--- config.mk ---
export PLATFORM = sky130hd
export DESIGN_NAME = hysteresis_thermostat_backup_sensor
export DESIGN_NICKNAME = d
export VERILOG_FILES = /design/src/rtl/hts_pkg.sv /design/src/rtl/hts_cfg_regs.sv /design/src/rtl/hts_decide.sv /design/src/rtl/hysteresis_thermostat_backup_sensor.sv
export SDC_FILE = /design/constraint.sdc
export NUM_CORES = 1
export LEC_CHECK = 0
export BUFFER_PORTS_ARGS = -buffer_cell sky130_fd_sc_hd__buf_2
export CORE_MARGIN = 4
export CORE_UTILIZATION = 31
export DETAILED_ROUTE_END_ITERATION = 12
export HOLD_SLACK_MARGIN = 0.06
export PLACE_DENSITY_LB_ADDON = 0.3
export SLEW_MARGIN = 30
export SYNTH_ARGS = -nofsm -noshare
export SYNTH_HDL_FRONTEND = slang
export SYNTH_SLANG_ARGS = --single-unit
--- constraint.sdc ---
create_clock -name clk -period 5 [get_ports clk]
set_input_delay 1.25 -clock clk [delete_from_list [all_inputs] [get_ports clk]]
set_output_delay 1.25 -clock clk [all_outputs]
set_load 0.01 [all_outputs]
--- src/rtl/hts_pkg.sv ---
// ----------------------------------------------------------------------------
// hts_pkg
// Shared types and constants of the hysteresis thermostat with backup sensor.
// ----------------------------------------------------------------------------
package hts_pkg;

	localparam int TEMP_W = 12;
	localparam int BAND_W = 10;
	localparam int CODE_W = 3;
	localparam int CFG_IDX_W = 3;
	localparam int CFG_DATA_W = 12;

	// register indexes
	localparam logic [CFG_IDX_W-1:0] REG_SETPOINT          = 3'd0;
	localparam logic [CFG_IDX_W-1:0] REG_HYSTERESIS_BAND   = 3'd1;
	localparam logic [CFG_IDX_W-1:0] REG_REVERSE_DIRECTION = 3'd2;
	localparam logic [CFG_IDX_W-1:0] REG_ENABLED           = 3'd3;
	localparam logic [CFG_IDX_W-1:0] REG_RELAY_CONFIGURED  = 3'd4;
	localparam logic [CFG_IDX_W-1:0] REG_BACKUP_CONFIGURED = 3'd5;

	// status codes
	localparam logic [CODE_W-1:0] STATUS_NORMAL       = 3'd0;
	localparam logic [CODE_W-1:0] STATUS_ON_BACKUP    = 3'd1;
	localparam logic [CODE_W-1:0] STATUS_BACKUP_ERROR = 3'd2;
	localparam logic [CODE_W-1:0] STATUS_SENSOR_ERROR = 3'd3;
	localparam logic [CODE_W-1:0] STATUS_SETUP_ERROR  = 3'd4;

	// plausible reading window, exclusive, tenths of a degree
	localparam logic signed [TEMP_W-1:0] TEMP_LOW_LIMIT  = -12'sd400;
	localparam logic signed [TEMP_W-1:0] TEMP_HIGH_LIMIT = 12'sd1200;

	localparam logic [BAND_W-1:0] BAND_RESET = 10'd10;

	typedef struct packed {
		logic signed [TEMP_W-1:0] setpoint;
		logic [BAND_W-1:0]        hysteresis_band;
		logic                     reverse_direction;
		logic                     enabled;
		logic                     relay_configured;
		logic                     backup_configured;
	} cfg_t;

	typedef struct packed {
		logic              relay_drive;
		logic              relay_written;
		logic [CODE_W-1:0] status_code;
		logic              status_valid;
	} result_t;

endpackage

--- src/rtl/hts_cfg_regs.sv ---
// ----------------------------------------------------------------------------
// hts_cfg_regs
// Configuration register file, written through a plain indexed write port.
// ----------------------------------------------------------------------------
module hts_cfg_regs (
	input  logic                             clk,
	input  logic                             arst_n,
	input  logic                             cfg_wen,
	input  logic [hts_pkg::CFG_IDX_W-1:0]    cfg_index,
	input  logic [hts_pkg::CFG_DATA_W-1:0]   cfg_data,
	output hts_pkg::cfg_t                    cfg
);
	import hts_pkg::*;

	cfg_t cfg_q;

	always_ff @(posedge clk or negedge arst_n) begin
		if (!arst_n) begin
			cfg_q.setpoint          <= '0;
			cfg_q.hysteresis_band   <= BAND_RESET;
			cfg_q.reverse_direction <= 1'b0;
			cfg_q.enabled           <= 1'b1;
			cfg_q.relay_configured  <= 1'b0;
			cfg_q.backup_configured <= 1'b0;
		end else if (cfg_wen) begin
			unique case (cfg_index)
				REG_SETPOINT:          cfg_q.setpoint          <= $signed(cfg_data[TEMP_W-1:0]);
				REG_HYSTERESIS_BAND:   cfg_q.hysteresis_band   <= cfg_data[BAND_W-1:0];
				REG_REVERSE_DIRECTION: cfg_q.reverse_direction <= cfg_data[0];
				REG_ENABLED:           cfg_q.enabled           <= cfg_data[0];
				REG_RELAY_CONFIGURED:  cfg_q.relay_configured  <= cfg_data[0];
				REG_BACKUP_CONFIGURED: cfg_q.backup_configured <= cfg_data[0];
				default: ;
			endcase
		end
	end

	assign cfg = cfg_q;

endmodule

--- src/rtl/hts_decide.sv ---
// ----------------------------------------------------------------------------
// hts_decide
// Sensor selection, hysteresis thresholds and status for one word.
// ----------------------------------------------------------------------------
module hts_decide (
	input  hts_pkg::cfg_t                     cfg,
	input  logic signed [hts_pkg::TEMP_W-1:0] main_temp,
	input  logic signed [hts_pkg::TEMP_W-1:0] backup_temp,
	input  logic                              relay_cur,
	output hts_pkg::result_t                  res
);
	import hts_pkg::*;

	localparam int TH_W = TEMP_W + 2;

	logic                      main_ok;
	logic                      backup_ok;
	logic                      setup_err;
	logic signed [TEMP_W-1:0]  sel_temp;
	logic signed [TH_W-1:0]    sel_ext;
	logic signed [TH_W-1:0]    sp_ext;
	logic signed [TH_W-1:0]    band_ext;
	logic signed [TH_W-1:0]    hi_th;
	logic signed [TH_W-1:0]    lo_th;
	logic                      at_hi;
	logic                      at_lo;
	logic                      regulate;

	assign main_ok   = (main_temp > TEMP_LOW_LIMIT) && (main_temp < TEMP_HIGH_LIMIT)
		&& (main_temp != '0);
	assign backup_ok = (backup_temp > TEMP_LOW_LIMIT) && (backup_temp < TEMP_HIGH_LIMIT)
		&& (backup_temp != '0);
	assign setup_err = (cfg.setpoint == '0) || !cfg.relay_configured;

	assign sel_temp = main_ok ? main_temp : backup_temp;
	assign sel_ext  = {{(TH_W-TEMP_W){sel_temp[TEMP_W-1]}}, sel_temp};
	assign sp_ext   = {{(TH_W-TEMP_W){cfg.setpoint[TEMP_W-1]}}, cfg.setpoint};
	assign band_ext = $signed({{(TH_W-BAND_W){1'b0}}, cfg.hysteresis_band});
	assign hi_th    = sp_ext + band_ext;
	assign lo_th    = sp_ext - band_ext;
	assign at_hi    = sel_ext >= hi_th;
	assign at_lo    = sel_ext <= lo_th;

	assign regulate = !setup_err && cfg.enabled
		&& (main_ok || (cfg.backup_configured && backup_ok));

	always_comb begin
		res.relay_written = regulate && (at_hi || at_lo);
		res.relay_drive   = relay_cur;
		// low threshold wins when both hold
		if (regulate && at_lo) begin
			res.relay_drive = cfg.reverse_direction;
		end else if (regulate && at_hi) begin
			res.relay_drive = !cfg.reverse_direction;
		end

		res.status_code  = STATUS_NORMAL;
		res.status_valid = 1'b0;
		priority if (setup_err) begin
			res.status_code  = STATUS_SETUP_ERROR;
			res.status_valid = 1'b1;
		end else if (!cfg.enabled) begin
			res.status_code  = STATUS_NORMAL;
			res.status_valid = 1'b0;
		end else if (main_ok) begin
			res.status_code  = STATUS_NORMAL;
			res.status_valid = 1'b1;
		end else if (cfg.backup_configured) begin
			res.status_code  = backup_ok ? STATUS_ON_BACKUP : STATUS_BACKUP_ERROR;
			res.status_valid = 1'b1;
		end else begin
			res.status_code  = STATUS_SENSOR_ERROR;
			res.status_valid = 1'b1;
		end
	end

endmodule

--- src/rtl/hysteresis_thermostat_backup_sensor.sv ---
// ----------------------------------------------------------------------------
// hysteresis_thermostat_backup_sensor
// On/off thermostat with hysteresis, fed by a main and a backup sensor.
// ----------------------------------------------------------------------------
// Input channel: in_valid/in_stall with main_temp and backup_temp, one word
// per sensor tick. Output channel: out_valid/out_stall with relay_drive,
// relay_written, status_code and status_valid, exactly one word per input.
// Config: cfg_wen/cfg_index/cfg_data write port; the user must write it only while idle, the block does not enforce it.
// Timing: the accept edge loads the input register, then the result register
// loads after the threshold compares, when the output is not stalled, and
// out_valid rises with it.
// Throughput: one word per cycle while out_stall holds no result; the relay state is updated in the same
// cycle the result register loads, so back-to-back words see it at once.
// Reset: relay off, setpoint 0 (setup error until written), band 10,
// enabled, relay and backup not configured; both stages empty.
// Stall: while out_stall holds a result, the input register fills and then
// in_stall rises; nothing is dropped and the held result stays stable.
// ----------------------------------------------------------------------------
module hysteresis_thermostat_backup_sensor (
	input  logic                              clk,
	input  logic                              arst_n,
	input  logic                              cfg_wen,
	input  logic [hts_pkg::CFG_IDX_W-1:0]     cfg_index,
	input  logic [hts_pkg::CFG_DATA_W-1:0]    cfg_data,
	input  logic                              in_valid,
	output logic                              in_stall,
	input  logic signed [hts_pkg::TEMP_W-1:0] main_temp,
	input  logic signed [hts_pkg::TEMP_W-1:0] backup_temp,
	output logic                              out_valid,
	input  logic                              out_stall,
	output logic                              relay_drive,
	output logic                              relay_written,
	output logic [hts_pkg::CODE_W-1:0]        status_code,
	output logic                              status_valid
);
	import hts_pkg::*;

	cfg_t                     cfg;
	result_t                  res;
	logic                     valid_s1;
	logic signed [TEMP_W-1:0] main_s1;
	logic signed [TEMP_W-1:0] backup_s1;
	logic                     valid_s2;
	result_t                  res_s2;
	logic                     relay_q;
	logic                     adv_s1;

	hts_cfg_regs u_cfg (
		.clk       (clk),
		.arst_n    (arst_n),
		.cfg_wen   (cfg_wen),
		.cfg_index (cfg_index),
		.cfg_data  (cfg_data),
		.cfg       (cfg)
	);

	hts_decide u_decide (
		.cfg         (cfg),
		.main_temp   (main_s1),
		.backup_temp (backup_s1),
		.relay_cur   (relay_q),
		.res         (res)
	);

	assign adv_s1   = !valid_s2 || !out_stall;
	assign in_stall = valid_s1 && !adv_s1;

	always_ff @(posedge clk or negedge arst_n) begin
		if (!arst_n) begin
			valid_s1 <= 1'b0;
		end else if (!in_stall) begin
			valid_s1 <= in_valid;
		end
	end

	always_ff @(posedge clk) begin
		if (in_valid && !in_stall) begin
			main_s1   <= main_temp;
			backup_s1 <= backup_temp;
		end
	end

	always_ff @(posedge clk or negedge arst_n) begin
		if (!arst_n) begin
			valid_s2 <= 1'b0;
			relay_q  <= 1'b0;
		end else if (adv_s1) begin
			valid_s2 <= valid_s1;
			if (valid_s1) begin
				relay_q <= res.relay_drive;
			end
		end
	end

	always_ff @(posedge clk) begin
		if (adv_s1 && valid_s1) begin
			res_s2 <= res;
		end
	end

	assign out_valid     = valid_s2;
	assign relay_drive   = res_s2.relay_drive;
	assign relay_written = res_s2.relay_written;
	assign status_code   = res_s2.status_code;
	assign status_valid  = res_s2.status_valid;

endmodule

Word-level counts from Yosys, hierarchy flattened
Index checks and enable logic that the tools add are counted.
{ "op_classes": {"addsub": 2, "n_lt_le_gt_ge": 6, "eq_ne": 5, "muxes": 7, "bitwise_logic": 1, "n_reduce_logical": 36} }
{ "op_table": {"columns": ["cell", "n"], "rows": [
  ["$gt 12x10->1 const B", 2],
  ["$lt 12x12->1 const B", 2],
  ["$reduce_bool 12->1", 2],
  ["$reduce_and 2->1", 7],
  ["$add 12x11->13", 1],
  ["$ge 12x13->1", 1],
  ["$le 12x13->1", 1],
  ["$logic_and 1x1->1", 13],
  ["$sub 12x11->13", 1],
  ["$logic_not 12->1", 1],
  ["$mux 12", 1],
  ["$mux 4", 3],
  ["$logic_not 1->1", 7],
  ["$eq 3x2->1 const B", 2],
  ["$eq 3x3->1 const B", 2],
  ["$logic_or 1x1->1", 4],
  ["$eq 3x1->1 const B", 1],
  ["$logic_not 3->1", 1],
  ["$reduce_or 3->1", 1],
  ["$mux 1", 2],
  ["$mux 2", 1],
  ["$not 1->1", 1]
]} }
{ "totals": {"regBits": 59, "inputBits": 44, "output_inout_bits": 8} }

Logic depth before layout (Yosys ltp)
Gate-level depths: netlist of run 1.
{ "depth": {"ltp_word": 9, "depth_mapped": 24, "mapped_depth_nobuf": 24} }

By module
Synthesis of run 1 repeated with hierarchy kept, for this count alone.
{ "hier_totals": {"hier_cells": 406, "hier_area_um2": 4216.5} }
{ "modules_own_cells": {"columns": ["module", "n_inst", "cells_each", "area_each_um2"], "rows": [
  ["hts_decide", 1, 306, 2140.8],
  ["hysteresis_thermostat_backup_sensor", 1, 40, 1038.5],
  ["hts_cfg_regs", 1, 60, 1037.2]
]} }

Least setup slack after synthesis of run 1
No wires, ideal clock.
{ "synth_path": {"kind": "register to register", "from": "reg u_cfg.cfg_q, in the netlist u_cfg.cfg[5]", "to": "reg res_s2, in the netlist relay_drive, data pin", "t_arrival_ns": 4.229, "required_ns": 4.743, "path_slack_ns": 0.514, "path_stages_with_launch": 25, "path_buffers": 0, "cell_sequence": "dfstp_2 > inv_1 > ha_1 > nor2b_1 > o21ai_0 > a21oi_1 > o21ai_0 > a21boi_0 > o21ai_0 > a21boi_0 > o21a_1 > o21ai_0 > nand2_1 > xor2_1 > ha_1 > nand3_1 > nor2_1 > nand2_1 > a211o_1 > o21ai_0 > nor2_1 > o21a_1 > o31ai_1 > o211a_1 > a21oi_1"} }
{ "synth_lines": {"columns": ["element", "line_no", "source"], "rows": [
  ["from (decl)", "hts_cfg_regs.sv:15", "cfg_t cfg_q;"],
  ["to (signal assigned)", "hysteresis_thermostat_backup_sensor.sv:97", "res_s2 <= res;"],
  ["to (decl)", "hysteresis_thermostat_backup_sensor.sv:44", "result_t res_s2;"]
]} }

==> metrics.md, run 1 <==
| Metric | Value |
|---|---|
| CP Max Fanout | 5 |
| Xor and xnor fraction of the mapped netlist area | 0.0356 |
| Clock slew at reported path FFs | about 50 ps |
| Initial DRT Pass Iterations | 4 |
| DIE WIDTH | 121 µm |
| Gr usage total | 0.124 |
| Pwr Density | 454 mW/mm² |
| Slowest cell on crit path | dfstp_2 |
| CP Capture Type | flop |
| Residual DRC | 0 |
| Gp weighted congestion | approximately 0.84 |
| Ant diodes | 0 |
| First-pass GRT wire length | about 14000 µm |
| CTS tree | done |
| Final period util | 0.932 |
| # hold bufs at CTS | 0 |
| Worst path arrival time | 4850 ps |
| LEAKAGE | 2.01 nW |
| Core Area | 0.0122 mm² |
| FFs w/ async S/R, synth | 0.492 |
| Fin worst setup slack | between 300 and 400 ps |
| Clk sinks | 59 |
| DP HPWL | 6920 µm |
| Top_reg_cell synth | edfxtp_1 |
| Max cap viols | 0 |
| Cell count after synthesis | 394 |
| Finished Layout Cells | 627 |
| Cell Chain, Critical Path | inv_1 -> fa_1 -> o21bai_1 -> a21oi_1 -> o21ba_1 -> o21ai_1 -> a21oi_1 -> o21ai_1 -> a21oi_1 -> nor2_1 -> or3_1 -> nand2_1 -> ha_1 -> a21o_1 -> a21oi_1 -> nor2_1 -> a2111o_1 -> or4_1 -> and3_4 -> o211a_1 -> a21oi_1 |
| Met3 global-route usage | 0.0313 |
| P&R area growth vs syn | 19.8% |
| Normalized max-slew margin | 0.543 |
| Largest net degree at the start of global routing | 30 |
| Final min period | between 4000 and 5000 ps |
| Maximum root-to-sink buffer count | 2 |
| Worst Max-Slew Pin Slew | between 600 and 700 ps |
| Most frequent cells in the layout | buf_2 (51), ha_1 (42), inv_1 (38) |
| # IOs | 52 |
| Pins Over Slew Limit | 0 |
| Top delay family on crit path | compound AO/OA/AOI/OAI gates |
| Maximum VDD drop | around 0.00019 V |
| Vias in the first global route | 2964 |
| TritonCTS Buffers | 9 |
| DR iter-0 viols | approximately 170 |
| Skew final | 8.90 ps |
| Sequential-to-total area share from yosys stat | 0.414 |
| # setup viols final | 0 |
| Delay of the slowest critical-path stage | roughly 560 ps |
| Clk_lat worst skew | 340 ps |
| Total wire length | 8660 µm |
| CP Data Required Time | roughly 5200 ps |
| Layout cells sized above 1 | 0.224 |
| Post-synthesis compound-gate area fraction | 0.149 |
| CP Buf/Inv Count | 1 |
| Busiest grt layer | met2 |
| Antenna Nets Post-Route | 0 |
| Row cnt | 40 |
| Syn Std Cell Area | 0.00393 mm² |
| Post-CTS sizing | 0 |
| Hold Path Class | flop to flop |
| Status | completed |
| Die ar. | 0.0146 mm² |
| Yosys reg bits | 59 |
| Cell repeated most along the worst path | a21oi_1 |
| Grt ovf | 0 |
| Met1 usage | 0.160 |
| Starting Density | 0.322 |
| Mapped Nets | 482 |
| Initial antenna violation count | 0 |
| Fmax | 214 MHz |
| Post-DR vias/cell | 4.86 |
| Setup WS pre-CTS | 225 ps |
| Post-synthesis mux area share | 0.0627 |
| Simple-Gate Fraction of Synth Area | 0.147 |
| Adder-cell area share of the yosys netlist | 0.149 |
| Layout fillers | 1261 |
| Postcts setup bufs | 0 |
| Met2 usage | 0.192 |
| CP Class | flop to flop |
| Largest family of logic cells by synthesized area | compound AO/OA/AOI/OAI gates |
| Root buf cell | clkbuf_16 |
| Final Hold Vio Count | 0 |
| Avg Inst Size Synth | 9.98 µm² |
| Commonest non-fill, non-tap cell in the layout | buf_2 |
| Worst setup SP type | flop |
| Htree depth | 3 |
| Yosys cell types | 60 |
| Layout Nets | 542 |
| Placed cell count | 611 |
| DR WL/cell | approximately 14 µm |
| Height of the die | approximately 120 µm |
| Vias | 3047 |
| Synth warnings | 0 |
| Post-synth EDFFs | 30 |
| Port Buffers | 51 |
flip-flops by register name, indices dropped and copies added (netlist names):
register,count
valid_s1,1
status_code,3
relay_drive,1
backup_s1,12
status_valid,1
relay_q,1
out_valid,1
u_cfg.cfg,26
relay_written,1
main_s1,12
Yosys cell counts (2+ instances only):
| cell | count | area share |
|---|---|---|
| a2111oi_0 | 2 | 0.0045 |
| a211o_1 | 2 | 0.0045 |
| a21boi_0 | 2 | 0.0038 |
| a21o_1 | 3 | 0.0057 |
| a21oi_1 | 25 | 0.032 |
| a31o_2 | 2 | 0.0045 |
| a31oi_1 | 4 | 0.0064 |
| clkbuf_1 | 4 | 0.0038 |
| dfrtp_1 | 26 | 0.17 |
| dfstp_2 | 3 | 0.020 |
| edfxtp_1 | 30 | 0.23 |
| fa_1 | 2 | 0.010 |
| ha_1 | 42 | 0.13 |
| inv_1 | 38 | 0.036 |
| mux2_2 | 21 | 0.060 |
| nand2_1 | 32 | 0.031 |
| nand2b_1 | 8 | 0.013 |
| nand3_1 | 10 | 0.013 |
| nand4b_1 | 3 | 0.0067 |
| nor2_1 | 22 | 0.021 |
| nor2b_1 | 4 | 0.0064 |
| nor3_1 | 8 | 0.010 |
| nor3b_1 | 2 | 0.0038 |
| nor4_1 | 8 | 0.013 |
| o211ai_1 | 2 | 0.0038 |
| o21a_1 | 4 | 0.0076 |
| o21ai_0 | 28 | 0.036 |
| o21ai_1 | 3 | 0.0038 |
| o21bai_1 | 4 | 0.0076 |
| o22ai_1 | 2 | 0.0032 |
| o31ai_1 | 2 | 0.0038 |
| or3_1 | 4 | 0.0064 |
| xnor2_1 | 14 | 0.031 |
| xor2_1 | 2 | 0.0045 |
path summary, 6_finish.rpt:
check,slack (ps),cells past startpoint,end,from
setup / recovery,340,21,relay_drive,u_cfg.cfg[5]
hold / removal,480,1,out_valid,valid_s1
setup reg to reg,340,21,relay_drive,u_cfg.cfg[5]
hold reg to reg,480,1,out_valid,valid_s1
max in group asynchronous,3620,1,u_cfg.cfg[21],arst_n
min in group asynchronous,940,1,out_valid,arst_n
per-stage QoR:
step	hold WS [ps]	TNS, ps	power (W)	instance area (µm²)	util
after detailed placement	476	0	0.00155	4430	0.362
after floorplan	457	0	0.00133	3930	-
after global routing	538	-4.09	0.00232	4710	0.386
after global placement	470	0	0.00153	4410	0.361
final	481	0	0.00214	4710	0.386
after CTS	485	0	0.00215	4700	0.385
power breakdown:
part / switching (W) / internal, W
clock: 0.000205 / 0.000381
sequential: 0.0000618 / 0.000594
combinational: 0.000492 / 0.000407
worst reg2reg max path, delay by kind of cell, from the launching register on:
family | cells | cell delay, ps
compound gates | 12 | 2160
flops | 1 | 560
buf+inv | 1 | 90
simple gates | 6 | 950
fa+ha+maj | 2 | 760
final cells by class:
cell class                 instances  area, µm²  area share
tap                              168        210      0.0446
multi-input combinational        291       2170       0.460
clock buffer                      12        236      0.0502
timing repair buffer              54        278      0.0589
clock inverter                     4       42.5     0.00903
sequential                        59       1630       0.346
inverter                          39        146      0.0311
metal layers:
metal,part of all wire,up-vias,wire (µm)
li1,-,1544,-
met1,0.45,1425,3910
met2,0.47,63,4040
met3,0.061,15,530
met4,0.022,0,187
met5,0,-,0
kinds of logic (layout without fill, tap and decap cells):
group,count (synthesis),in the layout
adders and majority gates,46,46
muxes,22,22
xor gates and xnor gates,16,16
DFF,59,59
buffers and inverters,44,109
AOI/OAI and AO/OA,94,94
and+or+nand+nor,113,113
Power figures use the tool's default switching activity.
==> inputs of run 2 (changes only) <==
- CTS_BUF_LIST: unset -> sky130_fd_sc_hd__clkbuf_4 sky130_fd_sc_hd__clkbuf_8
==> run 2 against run 1 <==
Effect of this change:
- non-clock buffer count unchanged
- sequential power hardly changed
- worst setup slack better by 11 ps
- highest routed layer unchanged
- sequential share of layout area grew 0.67 points
- total power down 7.4%
==> metrics.md, run 2 (same netlist as run 1, synthesis figures left out) <==
| Metric | Value |
|---|---|
| LEAKAGE | 1.97 nW (-1.8%) |
| CP Capture Type | flop |
| Worst path arrival time | 4860 ps (about the same) |
| RSZ-0062 raised after global routing | no |
| Top delay family on crit path | compound AO/OA/AOI/OAI gates |
| Layout Nets | 542 (unchanged) |
| Final period util | 0.930 (-0.00221) |
| P&R area growth vs syn | 17.5% |
| Worst setup SP type | flop |
| Ant diodes | 0 (unchanged) |
| Core Area | 0.0122 mm² (unchanged) |
| Max reg flops | 26 (unchanged) |
| Vias | 3031 (-0.53%) |
| Post-DR vias/cell | 4.83 (-0.53%) |
| CP Buf/Inv Count | 1 (unchanged) |
| DR iter-0 viols | 135 (-19%) |
| Final Hold Vio Count | 0 (unchanged) |
| Gate power share | 0.453 (+0.033) |
| Gp weighted congestion | 0.836 (unchanged) |
| Row cnt | 40 (unchanged) |
| CP Max Fanout | 5 (unchanged) |
| Clk sinks | 59 (unchanged) |
| CP Class | flop to flop |
| Net Switching | 0.000739 W (-2.6%) |
| Normalized max-slew margin | 0.540 (-0.00318) |
| Vias in the first global route | 2980 (+0.54%) |
| R2R Setup Slk | 350 ps (about the same) |
| Most frequent cells in the layout | buf_2 (51), ha_1 (42), inv_1 (38) |
| CTS tree | done |
| Die ar. | 0.0146 mm² (unchanged) |
| Total wire length | 8710 µm (+0.60%) |
| Proportion of power drawn by the clock network | 0.217 (-0.057) |
| Layout fillers | 1277 (+1.3%) |
| Final min period | 4650 ps (-11.0 ps) |
| DR WL/cell | 13.9 µm (+0.60%) |
| Grt ovf | 0 (unchanged) |
| DP HPWL | 6920 µm (unchanged) |
| Clock slew at reported path FFs | 70 ps (+20 ps) |
| Tot Pwr | 0.00198 W (-7.4%) |
| Multi-input combinational cell area | 0.00217 mm² (unchanged) |
| Core Util, Final | 0.379 (-0.00738) |
| DIE WIDTH | 121 µm (unchanged) |
| Int Power | 0.00124 W (-10%) |
| Root buf cell | clkbuf_8 |
| First-pass GRT wire length | 14200 µm (about the same) |
| Port Buffers | 51 (unchanged) |
| Initial DRT Pass Iterations | 4 (unchanged) |
| Slowest cell on crit path | dfstp_2 |
| TritonCTS Buffers | 9 (unchanged) |
| Starting Density | 0.322 (unchanged) |
| Residual DRC | 0 (unchanged) |
| Initial antenna violation count | 0 (unchanged) |
| Cell Chain, Critical Path | inv_1 -> fa_1 -> o21bai_1 -> a21oi_1 -> o21ba_1 -> o21ai_1 -> a21oi_1 -> o21ai_1 -> a21oi_1 -> nor2_1 -> or3_1 -> nand2_1 -> ha_1 -> a21o_1 -> a21oi_1 -> nor2_1 -> a2111o_1 -> or4_1 -> and3_4 -> o211a_1 -> a21oi_1 |
| Postcts setup bufs | 0 (unchanged) |
| Largest net degree at the start of global routing | 30 (unchanged) |
| Switching Share | 0.373 (+0.0185) |
| Status | completed |
| Htree depth | 3 (unchanged) |
| Fmax | 215 MHz (+0.24%) |
| Max cap viols | 0 (unchanged) |
| Layout cells sized above 1 | 0.231 (+0.00654) |
| Hold Path Class | flop to flop |
| Clk_lat worst skew | 360 ps (+20 ps) |
| Setup Total Neg Slack | 0 ps (unchanged) |
| Gr usage total | 0.125 (+0.000904) |
| Height of the die | 121 µm (unchanged) |
| # setup viols final | 0 (unchanged) |
| Pwr Density | 429 mW/mm² (-5.6%) |
| Worst Max-Slew Pin Slew | 688 ps (+4.75 ps) |
| FF+latch area | 0.00163 mm² (unchanged) |
| Hold_ws | 483 ps (+2.57 ps) |
| Pins Over Slew Limit | 0 (unchanged) |
| Maximum root-to-sink buffer count | 2 (unchanged) |
| Maximum VDD drop | 0.000143 V (-24%) |
| Sequential share of power | 0.331 (+0.025) |
| Antenna Nets Post-Route | 0 (unchanged) |
| CP Data Required Time | 5210 ps (+30 ps) |
| Delay of the slowest critical-path stage | 560 ps (about the same) |
| # IOs | 52 (unchanged) |
| Skew final | 9.17 ps (+0.269 ps) |
| Commonest non-fill, non-tap cell in the layout | buf_2 |
| Cell repeated most along the worst path | a21oi_1 |
[run 2: layout make-up]
class | instances | area share
Multi-Input combinational cell | 291 | 0.469
Inverter | 39 | 0.0317
Sequential cell | 59 | 0.353
Tap cell | 168 | 0.0455
Clock inverter | 4 | 0.00920
Clock buffer | 12 | 0.0317
Timing Repair Buffer | 54 | 0.0601
[run 2: metrics by stage]
step	cells	cell area [µm²]	setup slack (ps)
after floorplan	394	3930	514
after global placement	611	4410	350
after detailed placement	611	4430	225
after CTS	627	4610	198
after global routing	627	4620	2.60
final	627	4620	349
[run 2: power by group through the flow]
stage          logic, W  registers, W  clock network (W)
4_1_cts        0.000897      0.000656           0.000441
3_3_place_gp   0.000867      0.000662                  0
3_5_place_dp   0.000888      0.000666                  0
2_1_floorplan  0.000681      0.000647                  0
5_1_grt         0.00103      0.000666           0.000463
6_report       0.000898      0.000655           0.000429
[run 2: worst reg2reg max path, stage by stage (launching register included)]
cell,delay (ps)
dfstp_2,560
inv_1,90
fa_1,460
o21bai_1,160
a21oi_1,110
o21ba_1,180
o21ai_1,190
a21oi_1,100
o21ai_1,190
a21oi_1,100
nor2_1,110
or3_1,110
nand2_1,50
ha_1,290
a21o_1,180
a21oi_1,160
nor2_1,60
a2111o_1,440
or4_1,410
and3_4,210
o211a_1,210
a21oi_1,130
[run 2: path summary, 6_finish.rpt]
| kind | startpoint | endpoint | depth (start not counted) |
|---|---|---|---|
| worst max-delay path | u_cfg.cfg[5] | relay_drive | 21 |
| worst min-delay path | valid_s1 | out_valid | 1 |
| worst max register to register | u_cfg.cfg[5] | relay_drive | 21 |
| worst min register to register | valid_s1 | out_valid | 1 |
| max in group asynchronous | arst_n | u_cfg.cfg[21] | 1 |
| min in group asynchronous | arst_n | out_valid | 1 |
[run 2: what timing repair did]
action / CTS / global route
hold buffers: 0 / 0
endpoints found under the hold margin: 0 / 0
resized for setup: 0 / 7
endpoints found under the setup margin: 0 / 3
[run 2: layer usage]
layer	GRT usage	vias up	share of wire
li1	-	1542	-
met1	0.159	1423	0.47
met2	0.195	51	0.47
met3	0.0243	15	0.042
met4	0.0744	0	0.026
met5	0	-	0
